<file path="config.mk">
export PLATFORM = sky130hd
export DESIGN_NAME = battery_gauge_lut_ema_flat
export DESIGN_NICKNAME = d
export VERILOG_FILES = /design/src/sv/bgle_pkg.sv /design/src/sv/bgle_ifs.sv /design/src/sv/bgle_serial_mul.sv /design/src/sv/bgle_serial_div.sv /design/src/sv/battery_gauge_lut_ema.sv /design/src/flat_wrapper.sv
export SDC_FILE = /design/constraint.sdc
export NUM_CORES = 1
export LEC_CHECK = 0
export ABC_AREA = 0
export BUFFER_PORTS_ARGS = -buffer_cell sky130_fd_sc_hd__buf_2
export CAP_MARGIN = 5
export CORE_ASPECT_RATIO = 1.1
export CORE_MARGIN = 10
export CORE_UTILIZATION = 40
export DETAILED_ROUTE_END_ITERATION = 16
export PLACE_DENSITY = 0.61
export SYNTH_ARGS = -nofsm -noshare
export SYNTH_HDL_FRONTEND = slang
export SYNTH_HIERARCHICAL = 1
export SYNTH_SLANG_ARGS = --single-unit
export TNS_END_PERCENT = 20
</file>
<file path="constraint.sdc">
create_clock -name clk -period 4.75 [get_ports clk]
set_clock_uncertainty 0.1 [all_clocks]
set_input_delay 0.95 -clock clk [delete_from_list [all_inputs] [get_ports clk]]
set_output_delay 0.95 -clock clk [all_outputs]
set_load 0.005 [all_outputs]
</file>
<file path="src/sv/bgle_pkg.sv">
package bgle_pkg;

	// Samples summed per block. The scaling below divides by a shift, so this
	// must stay a power of two between 1 and 16.
	localparam int SAMPLES_PER_BLOCK = 16;
	localparam int COUNT_W = (SAMPLES_PER_BLOCK > 1) ? $clog2(SAMPLES_PER_BLOCK) : 1;

	localparam int SAMPLE_W = 12;
	localparam int SUM_W    = 16;
	localparam int GAIN_W   = 16;
	localparam int ALPHA_W  = 9;
	localparam int PCT_W    = 7;
	localparam int MV_W     = 16;
	localparam int SMOOTH_W = 24;
	localparam int FRAC_W   = 8;

	localparam logic [ALPHA_W-1:0] ALPHA_ONE = 9'd256;

	// Block average times Q4.12 gain: divide by samples and by 4096.
	localparam int SUM_SHIFT  = $clog2(SAMPLES_PER_BLOCK) + 12;
	localparam int GPROD_W    = SUM_W + GAIN_W;
	localparam int RAW_WIDE_W = GPROD_W + 1 - SUM_SHIFT;

	// Configuration register indexes.
	localparam int CFG_IDX_W = 2;
	localparam int CFG_DATA_W = 16;
	localparam logic [CFG_IDX_W-1:0] CFG_DIVIDER_GAIN    = 2'd0;
	localparam logic [CFG_IDX_W-1:0] CFG_SMOOTHING_ALPHA = 2'd1;
	localparam logic [CFG_IDX_W-1:0] CFG_WARN_PERCENT    = 2'd2;
	localparam logic [CFG_IDX_W-1:0] CFG_LOCKOUT_PERCENT = 2'd3;

	// Shared bit-serial multiplier.
	localparam int MCAND_W = 25;
	localparam int MPLR_W  = 16;
	localparam int PROD_W  = MCAND_W + MPLR_W;
	localparam int STEP_W  = $clog2(MPLR_W + 1);

	// Discharge curve, highest point first.
	localparam int CURVE_POINTS = 9;
	localparam int CURVE_IDX_W  = $clog2(CURVE_POINTS);
	localparam int SEGMENTS     = CURVE_POINTS - 1;
	localparam int SEG_W        = $clog2(SEGMENTS);
	localparam int CMV_W        = 14;
	localparam logic [CMV_W-1:0] CURVE_MV [CURVE_POINTS] = '{
		14'd8400, 14'd8200, 14'd8000, 14'd7800, 14'd7600,
		14'd7400, 14'd7200, 14'd7000, 14'd6000
	};
	localparam logic [PCT_W-1:0] CURVE_PCT [CURVE_POINTS] = '{
		7'd100, 7'd90, 7'd75, 7'd60, 7'd45, 7'd30, 7'd15, 7'd5, 7'd0
	};
	localparam logic [PCT_W-1:0] PCT_FULL  = 7'd100;
	localparam logic [PCT_W-1:0] PCT_EMPTY = 7'd0;

	// Interpolation widths: offset into a segment, percent drop, divider.
	localparam int X_W    = 10;
	localparam int DROP_W = 4;
	localparam int NUM_W  = 14;
	localparam int DEN_W  = X_W + 1;
	localparam int QUOT_W = DROP_W;
	localparam int DSTEP_W = $clog2(QUOT_W + 1);

	typedef struct packed {
		logic                      start;
		logic signed [MCAND_W-1:0] mcand;
		logic [MPLR_W-1:0]         mplier;
	} mul_req_t;

	typedef struct packed {
		logic             start;
		logic [NUM_W-1:0] num;
		logic [DEN_W-1:0] den;
	} div_req_t;

	function automatic logic [CMV_W-1:0] seg_lo_mv(input logic [SEG_W-1:0] seg);
		logic [CURVE_IDX_W-1:0] i;
		i = {1'b0, seg} + 1'b1;
		return CURVE_MV[i];
	endfunction

	function automatic logic [PCT_W-1:0] seg_lo_pct(input logic [SEG_W-1:0] seg);
		logic [CURVE_IDX_W-1:0] i;
		i = {1'b0, seg} + 1'b1;
		return CURVE_PCT[i];
	endfunction

	function automatic logic [X_W-1:0] seg_span(input logic [SEG_W-1:0] seg);
		logic [CURVE_IDX_W-1:0] i;
		i = {1'b0, seg};
		return X_W'(CURVE_MV[i] - CURVE_MV[i + 1'b1]);
	endfunction

	function automatic logic [DROP_W-1:0] seg_drop(input logic [SEG_W-1:0] seg);
		logic [CURVE_IDX_W-1:0] i;
		i = {1'b0, seg};
		return DROP_W'(CURVE_PCT[i] - CURVE_PCT[i + 1'b1]);
	endfunction

endpackage

</file>
<file path="src/sv/bgle_ifs.sv">
interface bgle_sample_if;
	import bgle_pkg::*;
	logic                valid;
	logic                ready;
	logic [SAMPLE_W-1:0] sample_mv;

	modport source(output valid, output sample_mv, input ready);
	modport sink(input valid, input sample_mv, output ready);
endinterface

interface bgle_result_if;
	import bgle_pkg::*;
	logic             valid;
	logic             ready;
	logic [MV_W-1:0]  battery_mv;
	logic [PCT_W-1:0] charge_percent;
	logic             low_warning;
	logic             lockout;

	modport source(output valid, output battery_mv, output charge_percent,
		output low_warning, output lockout, input ready);
	modport sink(input valid, input battery_mv, input charge_percent,
		input low_warning, input lockout, output ready);
endinterface

</file>
<file path="src/sv/bgle_serial_mul.sv">
module bgle_serial_mul import bgle_pkg::*; (
	input  logic                     clk,
	input  logic                     arst_n,
	input  mul_req_t                 req,
	output logic                     done,
	output logic signed [PROD_W-1:0] product
);

	logic signed [PROD_W-1:0]  acc_q;
	logic signed [MCAND_W-1:0] mcand_q;
	logic [MPLR_W-1:0]         mplr_q;
	logic [STEP_W-1:0]         cnt_q;
	logic                      done_q;

	logic signed [MCAND_W-1:0] addend;
	logic signed [MCAND_W-1:0] hi;
	logic signed [MCAND_W:0]   sum;

	// One multiplier bit per cycle: add into the upper half, then shift right.
	always_comb begin
		addend = mplr_q[0] ? mcand_q : '0;
		hi = acc_q[PROD_W-1:MPLR_W];
		sum = {hi[MCAND_W-1], hi} + {addend[MCAND_W-1], addend};
	end

	always_ff @(posedge clk or negedge arst_n) begin
		if (!arst_n) begin
			cnt_q <= '0;
			done_q <= 1'b0;
		end else begin
			done_q <= 1'b0;
			if (req.start) begin
				cnt_q <= STEP_W'(MPLR_W);
			end else if (cnt_q != '0) begin
				cnt_q <= cnt_q - 1'b1;
				done_q <= (cnt_q == STEP_W'(1));
			end
		end
	end

	always_ff @(posedge clk) begin
		if (req.start) begin
			acc_q <= '0;
			mcand_q <= req.mcand;
			mplr_q <= req.mplier;
		end else if (cnt_q != '0) begin
			acc_q <= {sum, acc_q[MPLR_W-1:1]};
			mplr_q <= mplr_q >> 1;
		end
	end

	assign done = done_q;
	assign product = acc_q;

	a_no_start_busy: assert property (@(posedge clk) disable iff (!arst_n)
		req.start |-> (cnt_q == '0))
		else $error("multiplier started while busy");

	a_done_after_last: assert property (@(posedge clk) disable iff (!arst_n)
		(cnt_q == STEP_W'(1)) && !req.start |=> done_q)
		else $error("multiplier missed its done pulse");

	a_done_idle: assert property (@(posedge clk) disable iff (!arst_n)
		done_q |-> (cnt_q == '0))
		else $error("multiplier done while still stepping");

endmodule

</file>
<file path="src/sv/bgle_serial_div.sv">
module bgle_serial_div import bgle_pkg::*; (
	input  logic              clk,
	input  logic              arst_n,
	input  div_req_t          req,
	output logic              done,
	output logic [QUOT_W-1:0] quot
);

	logic [NUM_W-1:0]   rem_q;
	logic [NUM_W-1:0]   dq_q;
	logic [QUOT_W-1:0]  quot_q;
	logic [DSTEP_W-1:0] cnt_q;
	logic               done_q;
	logic               fits;

	assign fits = (rem_q >= dq_q);

	always_ff @(posedge clk or negedge arst_n) begin
		if (!arst_n) begin
			cnt_q <= '0;
			done_q <= 1'b0;
		end else begin
			done_q <= 1'b0;
			if (req.start) begin
				cnt_q <= DSTEP_W'(QUOT_W);
			end else if (cnt_q != '0) begin
				cnt_q <= cnt_q - 1'b1;
				done_q <= (cnt_q == DSTEP_W'(1));
			end
		end
	end

	// Restoring division, one quotient bit per cycle, most significant first.
	always_ff @(posedge clk) begin
		if (req.start) begin
			rem_q <= req.num;
			dq_q <= NUM_W'({req.den, {(QUOT_W-1){1'b0}}});
			quot_q <= '0;
		end else if (cnt_q != '0) begin
			if (fits) begin
				rem_q <= rem_q - dq_q;
			end
			quot_q <= {quot_q[QUOT_W-2:0], fits};
			dq_q <= dq_q >> 1;
		end
	end

	assign done = done_q;
	assign quot = quot_q;

endmodule

</file>
<file path="src/sv/battery_gauge_lut_ema.sv">
// Channel   | Dir | Payload                                            | Handshake
// sample_ch | in  | sample_mv[11:0]                                    | valid/ready
// result_ch | out | battery_mv[15:0] charge_percent[6:0] low_warning    | valid/ready
//           |     | lockout                                            |
// cfg       | in  | cfg_index[1:0] cfg_wdata[15:0]                     | cfg_we
//
// The fifteen samples before a block ends are taken even while a result waits
// in the output register. The sample that ends a block starts the work of the
// shared 16-step bit-serial multiplier, run three times (twice for the first
// block after reset), and a 4-step divider; no sample is taken until it ends.
// Reset is asynchronous; no item is lost when the result side stalls.
module battery_gauge_lut_ema import bgle_pkg::*; (
	input  logic                  clk,
	input  logic                  arst_n,
	bgle_sample_if.sink           sample_ch,
	bgle_result_if.source         result_ch,
	input  logic                  cfg_we,
	input  logic [CFG_IDX_W-1:0]  cfg_index,
	input  logic [CFG_DATA_W-1:0] cfg_wdata
);

	typedef enum logic [5:0] {
		S_IDLE   = 6'b000001,
		S_GAIN   = 6'b000010,
		S_SMOOTH = 6'b000100,
		S_PSTART = 6'b001000,
		S_PMUL   = 6'b010000,
		S_DIV    = 6'b100000
	} state_t;

	state_t state_q;
	logic   emit_q;

	logic [GAIN_W-1:0]   gain_q;
	logic [ALPHA_W-1:0]  alpha_q;
	logic [PCT_W-1:0]    warn_q;
	logic [PCT_W-1:0]    lock_q;

	logic [SUM_W-1:0]    sum_q;
	logic [COUNT_W-1:0]  count_q;
	logic [SMOOTH_W-1:0] smooth_q;
	logic                primed_q;

	logic [SEG_W-1:0]    seg_q;
	logic                sat_hi_q;
	logic                sat_lo_q;
	logic [PCT_W-1:0]    pct_q;

	logic                out_valid_q;
	logic [MV_W-1:0]     out_mv_q;
	logic [PCT_W-1:0]    out_pct_q;
	logic                out_warn_q;
	logic                out_lock_q;

	mul_req_t                 mul_req;
	logic                     mul_done;
	logic signed [PROD_W-1:0] mul_product;
	div_req_t                 div_req;
	logic                     div_done;
	logic [QUOT_W-1:0]        div_quot;

	logic                    sample_fire;
	logic                    block_end;
	logic [SUM_W-1:0]        sum_next;
	logic [GPROD_W:0]        gain_rnd;
	logic [RAW_WIDE_W-1:0]   raw_wide;
	logic [MV_W-1:0]         raw_mv;
	logic [ALPHA_W-1:0]      alpha_eff;
	logic signed [MCAND_W-1:0] smooth_diff;
	logic signed [PROD_W-1:0]  smooth_rnd;
	logic [MV_W-1:0]         mv;
	logic [SEG_W-1:0]        seg_c;
	logic [X_W-1:0]          x_c;
	logic                    out_free;

	assign sample_fire = sample_ch.valid && sample_ch.ready;
	assign sample_ch.ready = (state_q == S_IDLE) && !emit_q;
	assign block_end = (count_q == COUNT_W'(SAMPLES_PER_BLOCK - 1));
	assign sum_next = sum_q + SUM_W'(sample_ch.sample_mv);
	assign out_free = !out_valid_q || result_ch.ready;

	// Rounded block scaling: (sum * gain + half) >> shift, saturated.
	always_comb begin
		gain_rnd = (GPROD_W + 1)'(mul_product[GPROD_W-1:0])
			+ (GPROD_W + 1)'(1 << (SUM_SHIFT - 1));
		raw_wide = gain_rnd[GPROD_W:SUM_SHIFT];
		raw_mv = (raw_wide > RAW_WIDE_W'({MV_W{1'b1}})) ? {MV_W{1'b1}} : raw_wide[MV_W-1:0];
		alpha_eff = (alpha_q > ALPHA_ONE) ? ALPHA_ONE : alpha_q;
		// s*(256-a) + r*a equals s*256 + (r-s)*a, so only one product is needed.
		smooth_diff = $signed({1'b0, raw_mv, {FRAC_W{1'b0}}}) - $signed({1'b0, smooth_q});
		smooth_rnd = mul_product + PROD_W'(signed'(128));
	end

	// Segment search over the curve: the first segment whose lower point is at
	// or below the voltage wins.
	always_comb begin
		mv = smooth_q[SMOOTH_W-1:FRAC_W];
		seg_c = SEG_W'(SEGMENTS - 1);
		for (int i = SEGMENTS - 1; i >= 0; i--) begin
			if (mv >= {2'b00, CURVE_MV[i+1]}) begin
				seg_c = SEG_W'(i);
			end
		end
		x_c = X_W'(mv - {2'b00, seg_lo_mv(seg_c)});
	end

	always_comb begin
		mul_req = '0;
		div_req = '0;
		case (state_q)
			S_IDLE: begin
				if (sample_fire && block_end) begin
					mul_req.start = 1'b1;
					mul_req.mcand = {{(MCAND_W-SUM_W){1'b0}}, sum_next};
					mul_req.mplier = gain_q;
				end
			end
			S_GAIN: begin
				if (mul_done && primed_q) begin
					mul_req.start = 1'b1;
					mul_req.mcand = smooth_diff;
					mul_req.mplier = {{(MPLR_W-ALPHA_W){1'b0}}, alpha_eff};
				end
			end
			S_PSTART: begin
				mul_req.start = 1'b1;
				mul_req.mcand = {{(MCAND_W-X_W){1'b0}}, x_c};
				mul_req.mplier = {{(MPLR_W-DROP_W){1'b0}}, seg_drop(seg_c)};
			end
			S_PMUL: begin
				if (mul_done) begin
					div_req.start = 1'b1;
					div_req.num = {mul_product[NUM_W-2:0], 1'b0} + NUM_W'(seg_span(seg_q));
					div_req.den = {seg_span(seg_q), 1'b0};
				end
			end
			default: begin
			end
		endcase
	end

	always_ff @(posedge clk or negedge arst_n) begin
		if (!arst_n) begin
			gain_q <= 16'd16384;
			alpha_q <= 9'd51;
			warn_q <= 7'd25;
			lock_q <= 7'd15;
		end else if (cfg_we) begin
			case (cfg_index)
				CFG_DIVIDER_GAIN:    gain_q <= cfg_wdata[GAIN_W-1:0];
				CFG_SMOOTHING_ALPHA: alpha_q <= cfg_wdata[ALPHA_W-1:0];
				CFG_WARN_PERCENT:    warn_q <= cfg_wdata[PCT_W-1:0];
				CFG_LOCKOUT_PERCENT: lock_q <= cfg_wdata[PCT_W-1:0];
				default: begin
				end
			endcase
		end
	end

	always_ff @(posedge clk or negedge arst_n) begin
		if (!arst_n) begin
			state_q <= S_IDLE;
			emit_q <= 1'b0;
			sum_q <= '0;
			count_q <= '0;
			smooth_q <= '0;
			primed_q <= 1'b0;
			out_valid_q <= 1'b0;
		end else begin
			if (out_valid_q && result_ch.ready) begin
				out_valid_q <= 1'b0;
			end
			if (emit_q && out_free) begin
				out_valid_q <= 1'b1;
				emit_q <= 1'b0;
			end
			case (state_q)
				S_IDLE: begin
					if (sample_fire) begin
						sum_q <= block_end ? '0 : sum_next;
						count_q <= block_end ? '0 : count_q + 1'b1;
						if (block_end) begin
							state_q <= S_GAIN;
						end
					end
				end
				S_GAIN: begin
					if (mul_done) begin
						if (primed_q) begin
							state_q <= S_SMOOTH;
						end else begin
							smooth_q <= {raw_mv, {FRAC_W{1'b0}}};
							primed_q <= 1'b1;
							state_q <= S_PSTART;
						end
					end
				end
				S_SMOOTH: begin
					if (mul_done) begin
						smooth_q <= smooth_q + smooth_rnd[SMOOTH_W+FRAC_W-1:FRAC_W];
						state_q <= S_PSTART;
					end
				end
				S_PSTART: begin
					state_q <= S_PMUL;
				end
				S_PMUL: begin
					if (mul_done) begin
						state_q <= S_DIV;
					end
				end
				S_DIV: begin
					if (div_done) begin
						emit_q <= 1'b1;
						state_q <= S_IDLE;
					end
				end
				default: begin
					state_q <= S_IDLE;
				end
			endcase
		end
	end

	always_ff @(posedge clk) begin
		if (state_q == S_PSTART) begin
			seg_q <= seg_c;
			sat_hi_q <= (mv >= {2'b00, CURVE_MV[0]});
			sat_lo_q <= (mv <= {2'b00, CURVE_MV[CURVE_POINTS-1]});
		end
		if (state_q == S_DIV && div_done) begin
			pct_q <= sat_hi_q ? PCT_FULL
				: sat_lo_q ? PCT_EMPTY
				: seg_lo_pct(seg_q) + PCT_W'(div_quot);
		end
		if (emit_q && out_free) begin
			out_mv_q <= smooth_q[SMOOTH_W-1:FRAC_W];
			out_pct_q <= pct_q;
			out_warn_q <= (pct_q <= warn_q);
			out_lock_q <= (pct_q <= lock_q);
		end
	end

	assign result_ch.valid = out_valid_q;
	assign result_ch.battery_mv = out_mv_q;
	assign result_ch.charge_percent = out_pct_q;
	assign result_ch.low_warning = out_warn_q;
	assign result_ch.lockout = out_lock_q;

	bgle_serial_mul u_mul (
		.clk(clk),
		.arst_n(arst_n),
		.req(mul_req),
		.done(mul_done),
		.product(mul_product)
	);

	bgle_serial_div u_div (
		.clk(clk),
		.arst_n(arst_n),
		.req(div_req),
		.done(div_done),
		.quot(div_quot)
	);

	a_count_range: assert property (@(posedge clk) disable iff (!arst_n)
		count_q <= COUNT_W'(SAMPLES_PER_BLOCK - 1))
		else $error("sample count beyond block length");

	a_primed_sticky: assert property (@(posedge clk) disable iff (!arst_n)
		primed_q |=> primed_q)
		else $error("primed flag dropped after seeding");

	a_pct_range: assert property (@(posedge clk) disable iff (!arst_n)
		out_valid_q |-> (out_pct_q <= PCT_FULL))
		else $error("charge percent above full");

	a_emit_loads: assert property (@(posedge clk) disable iff (!arst_n)
		emit_q && !out_valid_q |=> out_valid_q && !emit_q)
		else $error("pending result not moved to output register");

endmodule

</file>
<file path="src/flat_wrapper.sv">
// flat-port wrapper written by rule: the top's interface ports become plain ports
module battery_gauge_lut_ema_flat import bgle_pkg::*;
  (clk, arst_n, cfg_we, cfg_index, cfg_wdata, sample_ch_valid, sample_ch_sample_mv, sample_ch_ready, result_ch_valid, result_ch_battery_mv, result_ch_charge_percent, result_ch_low_warning, result_ch_lockout, result_ch_ready);
  bgle_sample_if sample_ch_i ();
  bgle_result_if result_ch_i ();
  input  logic clk;
  input  logic arst_n;
  input  logic cfg_we;
  input  logic [CFG_IDX_W-1:0] cfg_index;
  input  logic [CFG_DATA_W-1:0] cfg_wdata;
  input wire logic [$bits(sample_ch_i.valid)-1:0] sample_ch_valid;
  input wire logic [$bits(sample_ch_i.sample_mv)-1:0] sample_ch_sample_mv;
  output wire logic [$bits(sample_ch_i.ready)-1:0] sample_ch_ready;
  output wire logic [$bits(result_ch_i.valid)-1:0] result_ch_valid;
  output wire logic [$bits(result_ch_i.battery_mv)-1:0] result_ch_battery_mv;
  output wire logic [$bits(result_ch_i.charge_percent)-1:0] result_ch_charge_percent;
  output wire logic [$bits(result_ch_i.low_warning)-1:0] result_ch_low_warning;
  output wire logic [$bits(result_ch_i.lockout)-1:0] result_ch_lockout;
  input wire logic [$bits(result_ch_i.ready)-1:0] result_ch_ready;
  assign sample_ch_i.valid = sample_ch_valid;
  assign sample_ch_i.sample_mv = sample_ch_sample_mv;
  assign sample_ch_ready = sample_ch_i.ready;
  assign result_ch_valid = result_ch_i.valid;
  assign result_ch_battery_mv = result_ch_i.battery_mv;
  assign result_ch_charge_percent = result_ch_i.charge_percent;
  assign result_ch_low_warning = result_ch_i.low_warning;
  assign result_ch_lockout = result_ch_i.lockout;
  assign result_ch_i.ready = result_ch_ready;
  battery_gauge_lut_ema u_core (.clk(clk), .arst_n(arst_n), .sample_ch(sample_ch_i), .result_ch(result_ch_i), .cfg_we(cfg_we), .cfg_index(cfg_index), .cfg_wdata(cfg_wdata));
endmodule
</file>
==> results of run 1 <==
area by class of cell:
class | count | area, sq um
Tap cell | 574 | 718.2
Clock inverter | 16 | 206.4
Inverter | 109 | 412.9
Timing Repair Buffer | 107 | 653.1
Fill cell | 4287 | 23640
Multi-Input combinational cell | 1527 | 10530
Sequential cell | 253 | 6623
Clock buffer | 40 | 860.8
power by group through the flow:
stage	clock (mW)	sequential [mW]	combinational, mW
after floorplan	0	3.46	5.32
after global placement	0	3.62	6.74
after detailed placement	0	3.64	6.86
after CTS	2.52	3.61	6.91
after global routing	2.60	3.70	7.77
final	2.45	3.62	6.96
worst register-to-register path: cells and delay by family, from the launching register on:
family                   cells  cell delay [ns]
AND/OR/NAND/NOR              5             0.79
XOR/XNOR                     3             0.61
adder cells (fa/ha/maj)      2             0.67
AO/OA/AOI/OAI                9             1.55
flip-flops                   1             0.37
per-layer routing:
layer | share of wire, % | global-route usage [%] | vias to the layer above
met5 | 0 | 0 | -
met2 | 49 | 31.63 | 347
li1 | - | - | 7268
met3 | 4.2 | 1.912 | 48
met4 | 1.8 | 4.340 | 0
met1 | 45 | 23.20 | 7317
worst max path at each step:
stage	from	cells past startpoint	endpoint	slack (ns)
2_1_floorplan	u_core/seg_q[0]	20	u_core/u_div/rem_q[13]	0.37
3_3_place_gp	u_core/smooth_q[13]	19	u_core/u_mul/mcand_q[9]	0.37
3_5_place_dp	u_core/seg_q[0]	19	u_core/u_div/rem_q[13]	0.32
4_1_cts	u_core/seg_q[0]	19	u_core/u_div/rem_q[13]	0.26
5_1_grt	u_core/smooth_q[13]	19	u_core/u_mul/mcand_q[9]	0.02
6_report	u_core/smooth_q[13]	19	u_core/u_mul/mcand_q[9]	0.41
registers in the layout (all words and copies together), names as in the netlist, 3 cells and up:
register                         flops
u_core/u_mul/mcand_q                25
u_core/result_ch.charge_percent      7
u_core/u_div/quot                    4
u_core/pct_q                         7
u_core/count_q                       4
u_core/warn_q                        7
u_core/alpha_q                       9
u_core/sum_q                        16
u_core/u_mul/cnt_q                   5
u_core/smooth_q                     24
u_core/lock_q                        7
u_core/result_ch.battery_mv         16
u_core/gain_q                       16
u_core/u_div/dq_q                   14
u_core/u_mul/product                41
u_core/u_div/rem_q                  14
u_core/seg_q                         3
u_core/u_mul/mplr_q                 16
u_core/state_q                       6
u_core/u_div/cnt_q                   3
logic make-up after synthesis:
group | after synthesis
muxes | 67
DFF | 253
xor gates and xnor gates | 124
other | 2
AOI/OAI and AO/OA | 508
buffers and inverters | 177
adders and majority gates | 156
and+or+nand+nor | 666
Yosys cell counts, types with 13 or more instances:
cell type  instances
ha_1             148
nor2b_1           18
o211ai_1          14
and3_1            32
xor2_1            52
or3_1             16
nand2b_1          22
a22o_1            20
nor2_1           138
o21ai_1           16
a21o_1            37
dfrtp_1           89
o21a_1            13
clkbuf_1          56
mux2_2            58
nand2_1          210
a21oi_1          131
nand4_1           28
edfxtp_1         103
dfstp_2           13
a31oi_1           23
inv_1            103
nand3_1           54
dfxtp_1           48
a211oi_1          22
and2_1            45
nand3b_1          13
nor3_1            36
xnor2_1           71
o21ai_0          104
==> results.yml, run 1 <==
outcome:
  status: "complete, no violations"
synthesis:
  synth_cell_types: 100
  async_flop_share_pct: 40.32
  synth-simple-area-share_pct: 18.58
  synth_ff_type: "edfxtp_1"
  yosysTopAreaCell: "edfxtp_1"
  synth_xor_area_share_pct: 6.153
  yosysTopAreaCellShare_pct: 17.40
  synth-compound-area-share_pct: 18.71
  ys_warn_count: 6
  syn_inst: 1953
  synthTopCellsByArea: "edfxtp_1, dfrtp_1, ha_1"
  seq_area_frac_synth_pct: 37.26
  netlist_area_sq_um: 17770
  avgSynthCellArea_sq_um: 9.100
  synth-edff-count: 103
  synthMuxAreaShare_pct: 4.210
  synth_seq_cells: 253
  synth_top_family_by_area: "compound AO/OA/AOI/OAI gates"
  synth_fa_ha_area_share_pct: 11.26
grt:
  grt_max_degree: 46
  grt_pass1_vias: 14588
  antenna_found_initial: 0
  overflow: 0
  grt_pass1_wl_mm: 79.21
  grt_usage_pct: 17.98
finish:
  final-instance-count-excl-fill: 2626
  nets: 2218
  fin_util_pct: 45.83
  layout_commonest_cell: "nand2_1"
  n_antenna_cell: 0
  mostFrequentLayoutCells: "nand2_1, ha_1, nor2_1"
  area_delta_synth_final_pct: 12.55
  drive_above_1_share_pct: 12.77
  fin_area_sq_um: 20000
sta:
  tns_ns: 0
  timing.final.crit_share_pct: 91.33
  hold_viol: 0
  drv_slew: 0
  period_minus_slack_ns: 4.338
  fin_ws_ns: 0.4117
  fmax_mhz: 230.5
  rsz0062_at_grt: "no"
  setup_viol: 0
  hold_slack_ns: 0.2919
  tightest_slew_ns: 1.004
  timing.slew.headroom_pct: 32.85
clock_network:
  ctsLongestPathBuffers: 3
  clkTransAtPathRegs_ns: 0.06
  cts.sinks: 253
  post_cts_buffers: 0
  cts-hold-fix-buffers: 0
  ctsResizeCount: 0
  insertion_delay_ns: 0.59
  cts_tree: "built"
  numCtsBuffers: 30
  htreeDepth: 1
  clockRootBuffer: "clkbuf_16"
routing:
  drc: 0
  dr.first_iter.drc_count: 981
  dr.pass1.iters: 5
  drt_wl_total_mm: 49.54
  num_vias: 14980
  ant_nets: 0
  viasPerCell: 5.704
  wire_per_inst_microns: 18.86
pwr:
  internal_power_mw: 7.494
  clockPowerShare_pct: 18.8
  powerDensity_nw_per_um2: 651.3
  leakagePower_nw: 8.490
  p_sw_mw: 5.533
  p_seq_share_pct: 27.8
  peakVddDrop_uv: 374.5
  p_total_mw: 13.03
  swShare_pct: 42.47
  comb_power_share_pct: 53.5
die:
  die_y_microns: 241.1
  rows: 80
  floorplan.initialDensity_pct: 40.72
  coreArea_sq_um: 43640
  io_pins: 62
  die-width_microns: 221.0
  dieArea_sq_um: 53270
placement:
  dpl_worst_slack_ns: 0.3151
  gp_congestion: 0.9319
  placed_area_sq_um: 18920
  dp.cells: 2570
  dp_hpwl_mm: 37.40
  portBuffers: 61
critical_path:
  critical_path.cell_chain: "or3_1 > a221oi_1 > a21oi_1 > o21ai_2 > a21oi_1 > ha_1 > xnor2_4 > nor2_1 > a21oi_1 > nor2_1 > ha_1 > nor2b_1 > o21ai_0 > nand2b_1 > a21o_1 > a21oi_1 > xnor2_1 > xnor2_1 > o21ai_1"
  crit_path_frequent_cell: "a21oi_1"
  cp_num_buf_inv: 0
  crit_fanout: 9
  end_kind: "flip-flop"
  slowest_stage: "or3_1"
  reg2regPathDepth: 19
  startpoint_type: "flip-flop"
  crit_arrival_ns: 4.57
  rrSetupSlack_ns: 0.41
  worstReg2RegEnd: "u_core/u_mul/mcand_q[9]"
  cpPeakStageDelay_ns: 0.42
  criticalPathCategory: "reg -> reg"
  cp.required_ns: 4.98
  r2r_start: "u_core/smooth_q[13]"
  crit_family: "compound AO/OA/AOI/OAI gates"
flow_run:
  max_cap_violations: 0
worst_hold_path:
  hold_class: "in -> async"
(Power assumes the default switching activity.)
==> run 2: changes to the inputs <==
clock period = 4.15 ns   (was 4.75 ns; I/O delays follow)
==> run 2 against run 1 <==
Net effect: sequential cell count is the same; critical endpoint unchanged; utilization grew 0.72 points; largest power group unchanged; maximum frequency grew 9.5%.
==> results.yml, run 2 (synthesis results as in run 1) <==
clock_network:
  clockRootBuffer: "clkbuf_16"
  cts.sinks: 253
  numCtsBuffers: 30
  cts_tree: "built"
  insertion_delay_ns: 0.60
  ctsLongestPathBuffers: 3
  cts-hold-fix-buffers: 0
  htreeDepth: 1
  clkTransAtPathRegs_ns: 0.06
critical_path:
  cp.depth: 20
  r2r_start: "u_core/smooth_q[13]"
  slowest_stage: "or3_4"
  criticalPathCategory: "reg -> reg"
  crit_family: "compound AO/OA/AOI/OAI gates"
  cp.required_ns: 4.39
  critical_path.cell_chain: "or3_4 > a221oi_2 > a21oi_1 > o21ai_2 > a21oi_4 > buf_6 > inv_1 > ha_1 > nor2_1 > a21oi_1 > nor2_1 > ha_1 > nor2b_1 > o21ai_0 > nand2b_1 > a21o_1 > a21oi_2 > xnor2_1 > xnor2_1 > o21ai_1"
  reg2regPathDepth: 20
  crit_fanout: 9
  startpoint_type: "flip-flop"
  cpPeakStageDelay_ns: 0.43
  cp_num_buf_inv: 2
  end_kind: "flip-flop"
  worstReg2RegEnd: "u_core/u_mul/mcand_q[9]"
  crit_arrival_ns: 4.20
  rrSetupSlack_ns: 0.19
grt:
  grt_usage_pct: 17.91
  grt_pass1_vias: 14829
  overflow: 0
  grt-busiest-layer: "met2"
  grtUsageMet2_pct: 30.55
  grt_pass1_wl_mm: 79.44
  grt_max_degree: 79
  grt.met1_usage_pct: 23.29
  antenna_found_initial: 0
  grt.met3_usage_pct: 1.815
finish:
  mostFrequentLayoutCells: "nand2_1, ha_1, nor2_1"
  fill_cells: 4290
  fin_area_sq_um: 20320
  drive_above_1_share_pct: 15.06
  multi_input_area_sq_um: 10630
  n_antenna_cell: 0
  area_delta_synth_final_pct: 14.32
  regArea_sq_um: 6624
  layout_commonest_cell: "nand2_1"
  largest_reg_flops: 41
  nets: 2258
routing:
  drt_wl_total_mm: 49.42
  ant_nets: 0
  dr.first_iter.drc_count: 935
  num_vias: 15059
  drc: 0
  viasPerCell: 5.649
  wire_per_inst_microns: 18.54
  dr.pass1.iters: 5
flow_run:
  max_cap_violations: 0
sta:
  period_minus_slack_ns: 3.961
  timing.slew.headroom_pct: 10.23
  rsz0062_at_grt: "yes"
  setup_viol: 0
  hold_slack_ns: 0.2349
  hold_viol: 0
  drv_slew: 0
  fin_ws_ns: 0.1887
  tightest_slew_ns: 1.342
  fmax_mhz: 252.4
  timing.final.crit_share_pct: 95.45
pwr:
  p_total_mw: 14.95
  leakagePower_nw: 8.663
  peakVddDrop_uv: 444.4
  powerDensity_nw_per_um2: 736.0
placement:
  gp_congestion: 0.9408
  dp_hpwl_mm: 37.63
  portBuffers: 61
  placed_area_sq_um: 19220
  dpl_worst_slack_ns: 0.02524
die:
  floorplan.initialDensity_pct: 40.72
  die-width_microns: 221.0
  dieArea_sq_um: 53270
  rows: 80
  io_pins: 62
  coreArea_sq_um: 43640
  die_y_microns: 241.1
worst_hold_path:
  hold_class: "in -> async"
outcome:
  status: "complete, no violations"
## run 2: cell count changes in the layout (fill, tap and decap cells not counted), moves of 3 or more
cell	before	now
o21ai_0	103	100
clkbuf_1	5	8
a21oi_1	131	127
buf_4	47	85
a21oi_2	1	4
a21boi_0	6	3
## run 2: power by group
group	switching (mW)	internal, mW
clock	1.10	1.50
sequential	0.484	3.51
combinational	4.82	3.54
total	6.41	8.55
## run 2: layout make-up
| cell class | count | area share (%) |
|---|---|---|
| multi-input cells | 1527 | 52.32 |
| flip-flops and latches | 253 | 32.60 |
| repair buffers | 147 | 4.773 |
| clock buffers | 40 | 3.978 |
| well taps | 574 | 3.535 |
| inverters | 109 | 2.020 |
| clock inverters | 16 | 0.7760 |
## run 2: repair_timing
| action | in CTS | in global routing |
|---|---|---|
| hold endpoints to repair | 0 | 0 |
| gates resized for setup | 1 | 26 |
| endpoints found under the setup margin | 1 | 8 |
| pin swaps | 0 | 4 |
| setup buffers | 0 | 4 |
## run 2: worst max path at each step
stage                         from                 endpoint  slack (ns)
6_report       u_core/smooth_q[13]  u_core/u_mul/mcand_q[9]        0.19
2_1_floorplan      u_core/seg_q[0]   u_core/u_div/rem_q[13]      -0.009
4_1_cts            u_core/seg_q[0]   u_core/u_div/rem_q[13]        0.05
3_3_place_gp   u_core/smooth_q[13]  u_core/u_mul/mcand_q[9]        0.15
3_5_place_dp       u_core/seg_q[0]   u_core/u_div/rem_q[13]        0.03
5_1_grt        u_core/smooth_q[20]  u_core/u_mul/mcand_q[9]       -0.05
## run 2: per-layer routing
layer,routed length (microns),share of wire (%),vias to the layer above
met3,2049,4.1,86
li1,-,-,7334
met1,22210,45,7254
met2,23520,48,385
met4,1644,3.3,0
met5,0,0,-
## run 2: per-stage QoR
step	std cells	TNS [ns]	utilization, %
2_1_floorplan	1957	-0.008992	-
3_3_place_gp	2606	0	44.04
3_5_place_dp	2606	0	44.04
4_1_cts	2662	0	46.27
5_1_grt	2666	-0.05068	46.55
6_report	2666	0	46.55
## run 2: worst reg2reg max path, cell delays in order, from the launching register on
cell and delay [ns]:
dfrtp_1 0.40, or3_4 0.43, a221oi_2 0.25, a21oi_1 0.12, o21ai_2 0.22, a21oi_4 0.10, buf_6 0.16, inv_1 0.08
ha_1 0.20, nor2_1 0.06, a21oi_1 0.11, nor2_1 0.05, ha_1 0.34, nor2b_1 0.14, o21ai_0 0.14, nand2b_1 0.10
a21o_1 0.20, a21oi_2 0.14, xnor2_1 0.15, xnor2_1 0.14, o21ai_1 0.07
